**src/rtl/jmss_pkg.sv**
```systemverilog
`default_nettype none
package jmss_pkg;

	localparam logic [7:0] BYTE_FF    = 8'hFF;
	localparam logic [7:0] MARKER_SOS = 8'hDA;
	localparam logic [7:0] MARKER_EOI = 8'hD9;
	localparam logic [15:0] MIN_SEG_LEN = 16'd2;

	typedef enum logic [3:0] {
		PH_LEAD0   = 4'd0,
		PH_LEAD1   = 4'd1,
		PH_HEADER  = 4'd2,
		PH_MARKER  = 4'd3,
		PH_LEN_HI  = 4'd4,
		PH_LEN_LO  = 4'd5,
		PH_PAYLOAD = 4'd6,
		PH_ENTROPY = 4'd7,
		PH_ENT_FF  = 4'd8,
		PH_TRAIL   = 4'd9
	} phase_t;

	typedef enum logic [2:0] {
		CLS_LEAD    = 3'd0,
		CLS_PLAIN   = 3'd1,
		CLS_MARKER  = 3'd2,
		CLS_LENGTH  = 3'd3,
		CLS_PAYLOAD = 3'd4,
		CLS_ENTROPY = 3'd5,
		CLS_END     = 3'd6,
		CLS_COEFF   = 3'd7
	} cls_t;

	typedef struct packed {
		phase_t      phase;
		logic [15:0] remaining_count;
		logic [7:0]  length_high;
		logic        scan_segment;
		logic [7:0]  low_coeff_byte;
		logic        coeff_half;
		logic        end_marker_seen;
	} state_t;

	typedef struct packed {
		logic [7:0]         out_byte;
		cls_t               byte_class;
		logic               malformed_length;
		logic               coeff_valid;
		logic signed [15:0] coeff_value;
		logic               stream_done;
		logic               end_seen;
	} result_t;

	localparam state_t ST_RESET = '{
		phase:           PH_LEAD0,
		remaining_count: 16'd0,
		length_high:     8'd0,
		scan_segment:    1'b0,
		low_coeff_byte:  8'd0,
		coeff_half:      1'b0,
		end_marker_seen: 1'b0
	};

endpackage
`default_nettype wire

```
**src/rtl/jmss_step.sv**
```systemverilog
`default_nettype none
module jmss_step
	import jmss_pkg::*;
(
	input  logic [7:0] data_byte,
	input  logic       end_of_file,
	input  state_t     st,
	output state_t     st_next,
	output result_t    res
);

	logic [15:0] seg_len;
	logic        short_len;
	logic [15:0] len_rem;
	logic [15:0] pay_rem;
	phase_t      after_seg;
	logic        eoi_hit;

	assign seg_len   = {st.length_high, data_byte};
	assign short_len = seg_len < MIN_SEG_LEN;
	assign len_rem   = short_len ? 16'd0 : seg_len - MIN_SEG_LEN;
	assign pay_rem   = st.remaining_count - 16'd1;
	assign after_seg = st.scan_segment ? PH_ENTROPY : PH_HEADER;
	assign eoi_hit   = (st.phase == PH_ENT_FF) && (data_byte == MARKER_EOI);

	// Next state.
	always_comb begin
		st_next = st;
		unique case (st.phase)
			PH_LEAD0: st_next.phase = PH_LEAD1;
			PH_LEAD1: st_next.phase = PH_HEADER;
			PH_HEADER: begin
				if (data_byte == BYTE_FF)
					st_next.phase = PH_MARKER;
			end
			PH_MARKER: begin
				if (data_byte == MARKER_SOS)
					st_next.scan_segment = 1'b1;
				st_next.phase = PH_LEN_HI;
			end
			PH_LEN_HI: begin
				st_next.length_high = data_byte;
				st_next.phase       = PH_LEN_LO;
			end
			PH_LEN_LO: begin
				st_next.remaining_count = len_rem;
				st_next.phase = (len_rem != 16'd0) ? PH_PAYLOAD : after_seg;
			end
			PH_PAYLOAD: begin
				st_next.remaining_count = pay_rem;
				if (pay_rem == 16'd0)
					st_next.phase = after_seg;
			end
			PH_ENTROPY: begin
				if (data_byte == BYTE_FF)
					st_next.phase = PH_ENT_FF;
			end
			PH_ENT_FF: begin
				if (eoi_hit) begin
					st_next.end_marker_seen = 1'b1;
					st_next.phase           = PH_TRAIL;
				end else begin
					st_next.phase = PH_ENTROPY;
				end
			end
			PH_TRAIL: begin
				if (st.coeff_half) begin
					st_next.coeff_half = 1'b0;
				end else begin
					st_next.low_coeff_byte = data_byte;
					st_next.coeff_half     = 1'b1;
				end
			end
			default: st_next.phase = PH_LEAD1;
		endcase
		// The final byte of a file leaves everything ready for a new file.
		if (end_of_file)
			st_next = ST_RESET;
	end

	// Result for this byte.
	always_comb begin
		res                  = '0;
		res.out_byte         = data_byte;
		res.byte_class       = CLS_PLAIN;
		res.stream_done      = end_of_file;
		res.end_seen         = st.end_marker_seen | eoi_hit;
		unique case (st.phase)
			PH_LEAD0:   res.byte_class = CLS_LEAD;
			PH_LEAD1:   res.byte_class = CLS_LEAD;
			PH_HEADER:  res.byte_class = CLS_PLAIN;
			PH_MARKER:  res.byte_class = CLS_MARKER;
			PH_LEN_HI:  res.byte_class = CLS_LENGTH;
			PH_LEN_LO: begin
				res.byte_class       = CLS_LENGTH;
				res.malformed_length = short_len;
			end
			PH_PAYLOAD: res.byte_class = CLS_PAYLOAD;
			PH_ENTROPY: res.byte_class = CLS_ENTROPY;
			PH_ENT_FF:  res.byte_class = eoi_hit ? CLS_END : CLS_ENTROPY;
			PH_TRAIL: begin
				res.byte_class = CLS_COEFF;
				if (st.coeff_half) begin
					res.coeff_valid = 1'b1;
					res.coeff_value = {data_byte, st.low_coeff_byte};
				end
			end
			default:    res.byte_class = CLS_LEAD;
		endcase
	end

endmodule
`default_nettype wire

```
**src/rtl/jpeg_marker_segment_scanner.sv**
```systemverilog
// JPEG marker segment scanner.
// The slave channel takes one file byte per request: s_tdata carries the byte,
// s_tlast marks the final byte of a file. The master channel returns exactly
// one result per byte, in order, carrying the byte back with its role in the
// file (leading pair, header, marker code, length, payload, entropy data, end
// marker, trailing coefficient) and the coefficient once a trailing pair is
// complete. m_tlast is set on the result for the final byte.
// An accepted byte reaches the master side through one input register, the
// byte-wise parse logic and one result register. Throughput is one byte per
// cycle while the receiver keeps up; the parse state is updated in the same
// cycle a byte moves from the input register into the result register.
// When the receiver stalls, the result register holds, the input register
// still takes one more byte, and s_tready drops only once both are full.
// Reset clears both registers and puts the parser at the first byte of the
// leading pair. After the final byte of a file the parser returns to that
// same state, so the next byte starts a new file.
`default_nettype none
module jpeg_marker_segment_scanner
	import jmss_pkg::*;
(
	input  logic        clk,
	input  logic        arst_n,
	input  logic        s_tvalid,
	output logic        s_tready,
	input  logic [7:0]  s_tdata,  // [7:0] data_byte
	input  logic        s_tlast,  // end_of_file
	output logic        m_tvalid,
	input  logic        m_tready,
	output logic [31:0] m_tdata,  // [7:0] out_byte, [23:8] coeff_value, [24] end_seen
	output logic [4:0]  m_tuser,  // [2:0] byte_class, [3] malformed_length, [4] coeff_valid
	output logic        m_tlast   // stream_done
);

	logic       valid_s1;
	logic [7:0] data_s1;
	logic       last_s1;
	logic       valid_s2;
	result_t    res_s2;
	state_t     st_q;
	state_t     st_next;
	result_t    res;
	logic       advance;

	assign advance  = valid_s1 && (!valid_s2 || m_tready);
	assign s_tready = !valid_s1 || advance;

	jmss_step u_step (
		.data_byte   (data_s1),
		.end_of_file (last_s1),
		.st          (st_q),
		.st_next     (st_next),
		.res         (res)
	);

	always_ff @(posedge clk or negedge arst_n) begin
		if (!arst_n) begin
			valid_s1 <= 1'b0;
		end else if (s_tready) begin
			valid_s1 <= s_tvalid;
		end
	end

	always_ff @(posedge clk) begin
		if (s_tvalid && s_tready) begin
			data_s1 <= s_tdata;
			last_s1 <= s_tlast;
		end
	end

	always_ff @(posedge clk or negedge arst_n) begin
		if (!arst_n) begin
			valid_s2 <= 1'b0;
			st_q     <= ST_RESET;
		end else begin
			if (advance) begin
				valid_s2 <= 1'b1;
				st_q     <= st_next;
			end else if (m_tready) begin
				valid_s2 <= 1'b0;
			end
		end
	end

	always_ff @(posedge clk) begin
		if (advance)
			res_s2 <= res;
	end

	assign m_tvalid = valid_s2;
	assign m_tdata  = {7'd0, res_s2.end_seen, res_s2.coeff_value, res_s2.out_byte};
	assign m_tuser  = {res_s2.coeff_valid, res_s2.malformed_length, res_s2.byte_class};
	assign m_tlast  = res_s2.stream_done;

	// The final byte of a file puts the parser back at the leading pair.
	a_eof_restart: assert property (@(posedge clk) disable iff (!arst_n)
		advance && last_s1 |=> st_q.phase == PH_LEAD0 && !st_q.end_marker_seen)
		else $error("parser not restarted after final byte");

	// An empty result register never blocks the input side.
	a_no_bubble: assert property (@(posedge clk) disable iff (!arst_n)
		!valid_s2 |-> s_tready)
		else $error("input stalled with result register empty");

	// A coefficient completes only on the second byte of a pair.
	a_coeff_pair: assert property (@(posedge clk) disable iff (!arst_n)
		advance && res.coeff_valid |-> st_q.coeff_half && st_q.phase == PH_TRAIL)
		else $error("coefficient without a stored low byte");

	// The end marker reports end_seen and starts the trailer unless the file ends.
	a_end_sticky: assert property (@(posedge clk) disable iff (!arst_n)
		advance && res.byte_class == CLS_END |-> res.end_seen && st_next.phase == PH_TRAIL
			|| last_s1)
		else $error("end marker not recorded");

endmodule
`default_nettype wire

```
**config.mk**
```make
export PLATFORM = sky130hd
export DESIGN_NAME = jpeg_marker_segment_scanner
export DESIGN_NICKNAME = d
export VERILOG_FILES = /design/src/rtl/jmss_pkg.sv /design/src/rtl/jmss_step.sv /design/src/rtl/jpeg_marker_segment_scanner.sv
export SDC_FILE = /design/constraint.sdc
export NUM_CORES = 1
export LEC_CHECK = 0
export BUFFER_PORTS_ARGS = -buffer_cell sky130_fd_sc_hd__buf_2
export CORE_ASPECT_RATIO = 1.25
export CORE_MARGIN = 4
export CORE_UTILIZATION = 30
export CTS_CLUSTER_DIAMETER = 120
export DETAILED_ROUTE_END_ITERATION = 6
export SETUP_SLACK_MARGIN = 0.1
export SLEW_MARGIN = 10
export SYNTH_ARGS = -nofsm -noshare
export SYNTH_HDL_FRONTEND = slang
export SYNTH_HIERARCHICAL = 1
export SYNTH_SLANG_ARGS = --single-unit
```
**constraint.sdc**
```tcl
create_clock -name clk -period 3.7 [get_ports clk]
set_input_delay 0.74 -clock clk [delete_from_list [all_inputs] [get_ports clk]]
set_output_delay 0.74 -clock clk [all_outputs]
set_load 0.005 [all_outputs]
```
# After elaboration in Yosys (flattened, before gate mapping)
# Cells that the tools add are included.
# totals
n_memories	0
latchBits	0
elab_cells	88
ramBits	0
rom_bits	0
regBits	81
output_inout_bits	40
inputBits	13
# op_classes
n_addsub	2
n_mul	0
n_lt_le_gt_ge	1
shifts	0
mux	23
eq_ne	17
reduce_logical	26
div_mod_pow	0
n_bitwise	1
# op_table
cell	count
2-to-1 mux 39 bit	1
case mux 4 bit (9 select lines)	1
case mux 16 bit (2 select lines)	1
equality test 8 bit (second input constant)	3
case mux 3 bit (7 select lines)	1
2-to-1 mux 4 bit	5
2-to-1 mux 17 bit	1
equality test 4 x 3 -> 1 bit (second input constant)	4
logical NOT 16 bit	1
less-than comparator 16 x 2 -> 1 bit (second input constant)	1
2-to-1 mux 16 bit	1
2-to-1 mux 8 bit	2
nonzero test 16 bit	1
subtractor 16 x 1 -> 16 bit (second input constant)	1
subtractor 16 x 2 -> 16 bit (second input constant)	1
nonzero test 2 bit	7
2-to-1 mux 9 bit	1
inequality test 3 x 2 -> 1 bit (second input constant)	3
AND reduction 3 bit	3
equality test 4 x 2 -> 1 bit (second input constant)	2
equality test 4 bit (second input constant)	2
AND reduction 2 bit	4
2-to-1 mux 1 bit	7
AND reduction 5 bit	1
10 further kinds	15

# Logic depth before layout (Yosys ltp)
# Gate-level depths: netlist of run 1.
# logic_depth
ltp_word	6
ltp_mapped	12
ltp_nobuf	10

# By module
# Netlist of run 1, hierarchy kept.
# by_module_without_submodules
module	n_inst	area_each_um2	seq_area_each_um2	cells_each
jpeg_marker_segment_scanner	1	2969.1	2227.1	139
jmss_step	1	1923.1	0.0	326

# Least setup slack after synthesis of run 1
# No wires, ideal clock.
# synth_timing
kind	register -> register
startpoint	register data_s1[1]
endpoint	register st_q[35] in the netlist's numbering
period_less_slack_ps	2659
setup_time_ps	64
path_buffers	2
slack_ps	1041
stages_incl_launch_ff	13
t_required_ps	3636
t_arrival_ps	2596
path_cell_list	edfxtp_1 -> buf_6 -> inv_1 -> ha_1 -> or4b_1 -> buf_2 -> o41ai_2 -> o21ai_1 -> nor3_2 -> a31oi_1 -> or4_1 -> o21ai_0 -> mux2_4
# synth_lines
item	line	rtl
start, declared	jpeg_marker_segment_scanner.sv:35	logic [7:0] data_s1;
start signal, assigned	jpeg_marker_segment_scanner.sv:65	data_s1 <= s_tdata;
end signal, assigned	jpeg_marker_segment_scanner.sv:77	st_q <= st_next;
end, declared	jpeg_marker_segment_scanner.sv:39	state_t st_q;

==> impl_metrics.yaml, run 1 <==
die:
  die_area_um2: 18430
  core_area_um2: 15830
  start_util: 0.3091
  die_w_um: 122.2
  fp-row-count: 51
  ioPinCount: 53
  die_y_um: 150.8
synthesis:
  synth_cells: 465
  ys_seq_area_frac: 0.4552
  synth_cell_types: 65
  synth_top_area_frac: 0.2455
  syn_avg_cell_area_um2: 10.52
  ys_seq_elements: 81
  synthTopCellsByArea: "edfxtp_1 (25%), dfrtp_1 (21%), mux2_4 (12%), nor2_1 (3.9%), a21oi_1 (2.9%)"
  synth_edf_count: 40
  async_flop_share: 0.5062
  yosysTopAreaCell: "edfxtp_1"
  netlist_area_um2: 4892
  synth.most_common_cell: "nor2_1"
  yosys_most_used_dff: "dfrtp_1"
  synth_common_cells: "nor2_1 (51), dfrtp_1 (41), edfxtp_1 (40)"
  yosys_warnings: 6
cells_and_area:
  syn_to_final_growth_pct: 11.71
  finalNetCount: 506
  num_antenna_cells: 0
  fillCellCount: 1601
  drive_gt1_frac: 0.2510
  ff_latch_area_um2: 2227
  postLayoutCoreUtil: 0.3454
  stdcell_area_um2: 5465
  multi_input_area_um2: 2360
clock_network:
  cts_hold_buf: 0
  cts_setup_buffers: 0
  clkSinkCount: 81
  clk_pin_slew_ns: 0.07
  cts-htree-levels: 3
  cts.path.max_buffers: 2
  clk_latency_ns: 0.34
  cts_tree: "built"
  cts_resized: 0
  clockRootBuffer: "clkbuf_16"
  cts_made_buffers: 9
placed_design:
  gp_congestion: 0.8753
  dp_slack_ns: 0.7909
  hpwl_um: 7933
  placed_area_um2: 5164
  port-buffer-count: 45
sta:
  rsz0062_at_grt: "false"
  slew_headroom: 0.3538
  worstMarginPinSlew_ns: 0.9693
  setup_viol: 0
  clock_skew_ns: 0.005917
  tns_ns: 0
  min_period_over_period: 0.8020
  fin_crit_ns: 2.967
  setup_ws_ns: 0.7326
  fmax_mhz: 337.0
  drv_slew: 0
  hold_viol_final: 0
route:
  first_pass_iters: 5
  avgViaCountPerCell: 5.103
  wire_per_inst_um: 16.38
  drc_errors: 0
  totalWireLength_um: 11560
  vias: 3603
  postRouteAntennaNets: 0
  drtIter0Drc: 237
pwr:
  leakagePower_nw: 2.300
  vdd_drop_max_mv: 0.1986
  powerDensity_nw_per_um2: 404.4
grt:
  grt_max_degree: 42
  grt.overflow.total: 0
  antenna_found_initial: 0
  grt_pass1_vias: 3478
  grt.total_usage: 0.1278
  grt_pass1_wl_um: 18360
setup_path:
  max_stage_delay_ns: 0.58
  crit_path_start_kind: "register"
  slowest_stage: "or4b_1"
  path_class: "register to register"
  r2r_cells: 10
  reg2reg_slack_ns: 0.73
  crit_required_ns: 3.98
  cp-end-kind: "register"
  worstPathArrival_ns: 3.25
  crit_fanout: 10
  crit_chain: "inv_1 > ha_1 > or4b_1 > o41ai_2 > o21ai_1 > nor3_2 > a31oi_1 > or4_1 > o21ai_0 > mux2_4"
min_path:
  whs_path_depth: 1
  hold_class: "register to register"
run_status:
  status: "completed"
run:
  cap_violations: 0
==> worst max-delay path: cells and delay by family, from the launching register on <==
kind / cells / cell delay (ns)
AOI/OAI and AO/OA: 4 / 0.58
adders and majority gates: 1 / 0.25
buffers and inverters: 1 / 0.14
DFF: 1 / 0.53
muxes: 1 / 0.16
and+or+nand+nor: 3 / 1.24
==> worst paths after layout <==
check / start / to
setup / recovery: data_s1[1] / st_q[35]
max in group asynchronous: arst_n / st_q[13]
min in group asynchronous: arst_n / st_q[24]
hold reg to reg: st_q[0] / st_q[0]
setup reg to reg: data_s1[1] / st_q[35]
hold / removal: st_q[0] / st_q[0]
==> layout make-up <==
class / instances / share of cell area
clock buffer: 9 / 0.04121
timing repair buffer: 53 / 0.05220
multi-input combinational: 337 / 0.4318
inverter: 7 / 0.004808
tap: 212 / 0.04853
sequential: 81 / 0.4075
clock inverter: 7 / 0.01397
==> state kept, by name, indices dropped and copies added, names as in the netlist <==
register,flops
data_s1,8
m_tdata,25
st_q,39
m_tlast,1
last_s1,1
valid_s1,1
m_tuser,5
m_tvalid,1
==> cells by family (layout without fill, tap and decap cells) <==
group / after synthesis / count (layout) / synth area share
compound gates: 83 / 83 / 0.1092
xor+xnor: 12 / 12 / 0.02148
fa+ha+maj: 4 / 4 / 0.01023
buf+inv: 53 / 76 / 0.06701
flops: 81 / 81 / 0.4552
mux: 51 / 51 / 0.1442
other cells: 1 / 7 / 0.0007665
simple gates: 180 / 180 / 0.1918
==> layer usage <==
layer | routed length (um) | share of wire | global-route usage | vias to the layer above
met4 | 320 | 0.028 | 0.05546 | 0
met3 | 517 | 0.045 | 0.02465 | 23
li1 | - | - | - | 1699
met5 | 0 | 0 | 0 | -
met2 | 5973 | 0.52 | 0.2190 | 104
met1 | 4751 | 0.41 | 0.1560 | 1777
==> where the power goes <==
group / switching [mW] / internal, mW
Combinational: 0.135 / 0.108
Sequential: 0.0596 / 0.993
Clock: 0.432 / 0.483
Total: 0.627 / 1.58
==> layout by cell type, fill, tap and decap left out, types with 8 or more instances in the layout <==
| cell type | instances |
|---|---|
| nand2_1 | 35 |
| edfxtp_1 | 40 |
| nand3_1 | 10 |
| and2_1 | 17 |
| clkbuf_16 | 9 |
| o21ai_0 | 20 |
| buf_4 | 8 |
| nor2_1 | 51 |
| mux2i_1 | 12 |
| a21oi_1 | 28 |
| mux2_4 | 39 |
| buf_2 | 45 |
| dfrtp_1 | 41 |
| nor3_1 | 12 |
==> through the flow <==
stage | total power [mW] | hold WS [ns] | instances
finish | 2.210 | 0.5308 | 706
global route | 2.295 | 0.5456 | 706
CTS | 2.226 | 0.5304 | 706
detailed placement | 1.317 | 0.5051 | 690
global placement | 1.313 | 0.5106 | 690
floorplan | 1.248 | 0.4444 | 471
No activity file was read; power rests on OpenSTA's default activity.
==> run 2, diff against run 1 <==
==> constraint.sdc (replaced) <==
create_clock -name clk -period 2.4 [get_ports clk]
set_input_delay 0.48 -clock clk [delete_from_list [all_inputs] [get_ports clk]]
set_output_delay 0.48 -clock clk [all_outputs]
set_load 0.005 [all_outputs]
==> run 2 against run 1 <==
Compared with the run above: the run now ends with setup timing left; core utilization rose by 4.5 points; flip-flop and latch count unchanged; first-iteration DRC count grew 35%; sequential power rose by 50%; via count up 8.0%; highest routed layer unchanged.
==> impl_metrics.yaml, run 2 (synthesis gave the netlist of run 1 again) <==
run_status:
  status: "complete, but fails checks"
  violations: "setup timing"
min_path:
  hold_class: "input pin to async pin"
clock_network:
  cts.path.max_buffers: 2
  cts-htree-levels: 3
  cts_tree: "built"
  cts_hold_buf: 0
  cts_made_buffers: 9
  clk_pin_slew_ns: 0.07
  clkSinkCount: 81
  clk_latency_ns: 0.35
  clockRootBuffer: "clkbuf_16"
cells_and_area:
  final_common_cell: "buf_4"
  drive_gt1_frac: 0.3986
  regMostFlops: "st_q"
  syn_to_final_growth_pct: 26.11
  postLayoutCoreUtil: 0.3899
  final_cell_mix: "buf_4 (60), buf_2 (45), nor2_1 (43)"
  num_antenna_cells: 0
  finalNetCount: 564
  largest_reg_flops: 39
pwr:
  p_total_mw: 3.521
  leakagePower_nw: 2.644
  vdd_drop_max_mv: 0.3317
  powerDensity_nw_per_um2: 570.6
setup_path:
  r2r_cells: 10
  crit_required_ns: 2.69
  slowest_stage: "or4b_4"
  cp.depth: 10
  max_stage_delay_ns: 0.50
  path_class: "register to register"
  crit_fanout: 4
  crit_path_start_kind: "register"
  crit_chain: "inv_4 > ha_4 > or4b_4 > nor2_1 > nand2_1 > mux2i_2 > nand4_1 > or4_1 > o21ai_1 > mux2_4"
  path_buf_inv: 1
  cpLargestDelayFamily: "simple AND/OR/NAND/NOR gates"
  cp-end-kind: "register"
  worstPathArrival_ns: 2.88
route:
  postRouteAntennaNets: 0
  wire_per_inst_um: 16.41
  avgViaCountPerCell: 5.092
  drtIter0Drc: 320
  drc_errors: 0
  totalWireLength_um: 12530
  vias: 3890
  first_pass_iters: 4
die:
  core_area_um2: 15830
  die_w_um: 122.2
  ioPinCount: 53
  fp-row-count: 51
  die_area_um2: 18430
  die_y_um: 150.8
  start_util: 0.3091
sta:
  setup_viol: 4
  hold_viol_final: 0
  slew_headroom: 0.5672
  setup_ws_ns: -0.1863
  min_period_over_period: 1.078
  rsz0062_at_grt: "true"
  fin_crit_ns: 2.586
  tns_ns: -0.4752
  clock_skew_ns: 0.01384
  fmax_mhz: 386.6
  holdWs_ns: 0.1274
  drv_slew: 0
  worstMarginPinSlew_ns: 0.6433
grt:
  antenna_found_initial: 0
  grt_pass1_wl_um: 20460
  grt.overflow.total: 0
  grt_pass1_vias: 4029
  grt_max_degree: 39
  grt.total_usage: 0.1403
run:
  cap_violations: 0
placed_design:
  hpwl_um: 8708
  port-buffer-count: 45
  dp_slack_ns: -0.1661
  gp_congestion: 0.9071
## run 2: what timing repair did
action	CTS	global route
buffers inserted	4	7
setup endpoints to repair	17	19
resized for setup	13	39
pin swaps	4	16
## run 2: routing by layer
layer | GRT usage | vias up | routed length (um) | part of all wire
met5 | 0 | - | 0 | 0
met4 | 0.08291 | 0 | 575 | 0.046
met3 | 0.02129 | 35 | 534 | 0.043
met2 | 0.2435 | 117 | 6278 | 0.50
met1 | 0.1629 | 1920 | 5146 | 0.41
li1 | - | 1818 | - | -
## run 2: worst paths after layout
path / endpoint / start / slack, ns
max: st_q[35] / data_s1[1] / -0.19
min reg2reg: st_q[0] / st_q[0] / 0.53
min in group clk: data_s1[5] / s_tdata[5] / 0.31
max in group asynchronous: st_q[13] / arst_n / 1.77
max reg2reg: st_q[35] / data_s1[1] / -0.19
min: st_q[27] / arst_n / 0.13
## run 2: metrics by stage
stage               area [um^2]  std cells
CTS                        5982        760
global placement           5604        741
detailed placement         5604        741
floorplan                  4954        471
global route               6170        764
finish                     6170        764
## run 2: cell type report
| type | instances | area (um^2) |
|---|---|---|
| multi-input combinational | 337 | 2586 |
| timing repair buffer | 111 | 760.7 |
| sequential | 81 | 2227 |
| clock inverter | 6 | 72.57 |
| fill | 1575 | 9656 |
| inverter | 7 | 28.78 |
| clock buffer | 10 | 229.0 |
| tap | 212 | 265.3 |
## run 2: power by group
group	switching [mW]	total [mW]	internal, mW
clock	0.600	1.42	0.822
sequential	0.0482	1.58	1.53
combinational	0.291	0.519	0.228
total	0.939	3.52	2.58
==> run 3, diff against run 2 <==
==> constraint.sdc (replaced) <==
create_clock -name clk -period 2.6 [get_ports clk]
set_input_delay 0.52 -clock clk [delete_from_list [all_inputs] [get_ports clk]]
set_output_delay 0.52 -clock clk [all_outputs]
set_load 0.005 [all_outputs]
==> run 3 against run 2 <==
Compared with the run above: the run now ends clean; core utilization down 2.0 points; cell count down 2.9%; clock power down 8%; largest power group unchanged.
==> impl_metrics.yaml, run 3 (synthesis gave the netlist of run 1 again) <==
placed_design:
  placed_area_um2: 5420
  dp_slack_ns: 0.03527
  gp_congestion: 0.8514
  hpwl_um: 8586
  port-buffer-count: 45
sta:
  slew_headroom: 0.6310
  drv_slew: 0
  rsz0062_at_grt: "true"
  fin_crit_ns: 2.564
  clock_skew_ns: 0.01081
  worstMarginPinSlew_ns: 0.5536
  tns_ns: 0
  setup_ws_ns: 0.03629
  fmax_mhz: 390.1
  setup_viol: 0
  min_period_over_period: 0.9860
  hold_viol_final: 0
run_status:
  status: "completed"
cells_and_area:
  fillCellCount: 1613
  stdcell_area_um2: 5851
  ff_latch_area_um2: 2227
  drive_gt1_frac: 0.3358
  regMostFlops: "st_q"
  num_antenna_cells: 0
  syn_to_final_growth_pct: 19.59
  postLayoutCoreUtil: 0.3697
  finalNetCount: 542
  multi_input_area_um2: 2459
  largest_reg_flops: 39
  final_common_cell: "nor2_1"
  final_cell_mix: "nor2_1 (47), buf_2 (45), buf_4 (43)"
setup_path:
  worstPathArrival_ns: 2.85
  crit_fanout: 5
  crit_required_ns: 2.89
  r2r_start: "data_s1[1]"
  path_class: "register to register"
  reg2reg_slack_ns: 0.04
  cp-end-kind: "register"
  crit_path_start_kind: "register"
  startpoint: "data_s1[1]"
route:
  wire_per_inst_um: 16.38
  first_pass_iters: 5
  postRouteAntennaNets: 0
  avgViaCountPerCell: 5.022
  totalWireLength_um: 12150
  vias: 3726
  drc_errors: 0
  drtIter0Drc: 336
grt:
  grt.total_usage: 0.1367
  grt_pass1_wl_um: 19770
  antenna_found_initial: 0
  grt_pass1_vias: 3856
  grt_max_degree: 42
  grt.overflow.total: 0
die:
  start_util: 0.3091
  core_area_um2: 15830
  ioPinCount: 53
  die_area_um2: 18430
  die_y_um: 150.8
  die_w_um: 122.2
  fp-row-count: 51
pwr:
  net-switching-power_mw: 0.8379
  p_int_mw: 2.359
  leakagePower_nw: 2.473
  power_frac_comb: 0.139
  swShare: 0.2621
  vdd_drop_max_mv: 0.3206
  power_frac_seq: 0.455
  p_clk_frac: 0.406
  powerDensity_nw_per_um2: 546.4
clock_network:
  cts_tree: "built"
  clockRootBuffer: "clkbuf_16"
  clkSinkCount: 81
  clk_latency_ns: 0.34
  clk_pin_slew_ns: 0.07
  cts_hold_buf: 0
  cts-htree-levels: 3
  cts_made_buffers: 9
  cts.path.max_buffers: 2
run:
  cap_violations: 0
min_path:
  hold_class: "input pin to async pin"
==> run 3: what timing repair did <==
action	in CTS	in global routing
gates resized for setup	5	14
buffers inserted	4	2
setup endpoints to repair	3	14
gates cloned	0	0
pin swaps	5	2
==> run 3: worst max-delay path, stage by stage, from the launching register on <==
cell and delay (ns):
edfxtp_1 0.44, inv_4 0.10, ha_4 0.13, or4b_4 0.52
nor2_4 0.14, nand2_1 0.08, mux2i_2 0.24, nand4_1 0.14
or4_1 0.48, o21ai_1 0.08, mux2_4 0.15
==> run 3: worst paths after layout <==
kind	end	cells past startpoint
hold / removal	st_q[27]	2
min in group clk	data_s1[7]	1
hold reg to reg	st_q[0]	1
setup reg to reg	st_q[35]	10
max in group asynchronous	st_q[6]	2
setup / recovery	st_q[35]	10
==> run 3: final cells by class <==
| cell class | instances | area share |
|---|---|---|
| Multi-Input combinational cell | 337 | 0.4202 |
| Sequential cell | 81 | 0.3807 |
| Timing Repair Buffer | 89 | 0.09709 |
| Tap cell | 212 | 0.04534 |
| Clock buffer | 9 | 0.03849 |
| Clock inverter | 7 | 0.01326 |
| Inverter | 7 | 0.004919 |
==> run 3: through the flow <==
stage	hold slack [ns]	power (mW)	instances
2_1_floorplan	0.2244	1.780	471
5_1_grt	0.3022	3.329	742
4_1_cts	0.2764	3.224	740
3_5_place_dp	0.5168	1.918	720
6_report	0.2470	3.196	742
3_3_place_gp	0.5149	1.912	720
==> run 3: power groups by stage <==
stage                     clock [mW]  sequential (mW)  combinational [mW]
after detailed placement           0             1.48               0.438
final                           1.30             1.45               0.444
after global placement             0             1.48               0.434
after floorplan                    0             1.47               0.307
after CTS                       1.33             1.45               0.442
after global routing            1.38             1.46               0.484
==> run 3: routing by layer <==
layer,track usage,part of all wire,up-vias
met5,0,0,-
met2,0.2297,0.50,110
met1,0.1682,0.42,1816
li1,-,-,1770
met4,0.07227,0.041,0
met3,0.02167,0.036,30
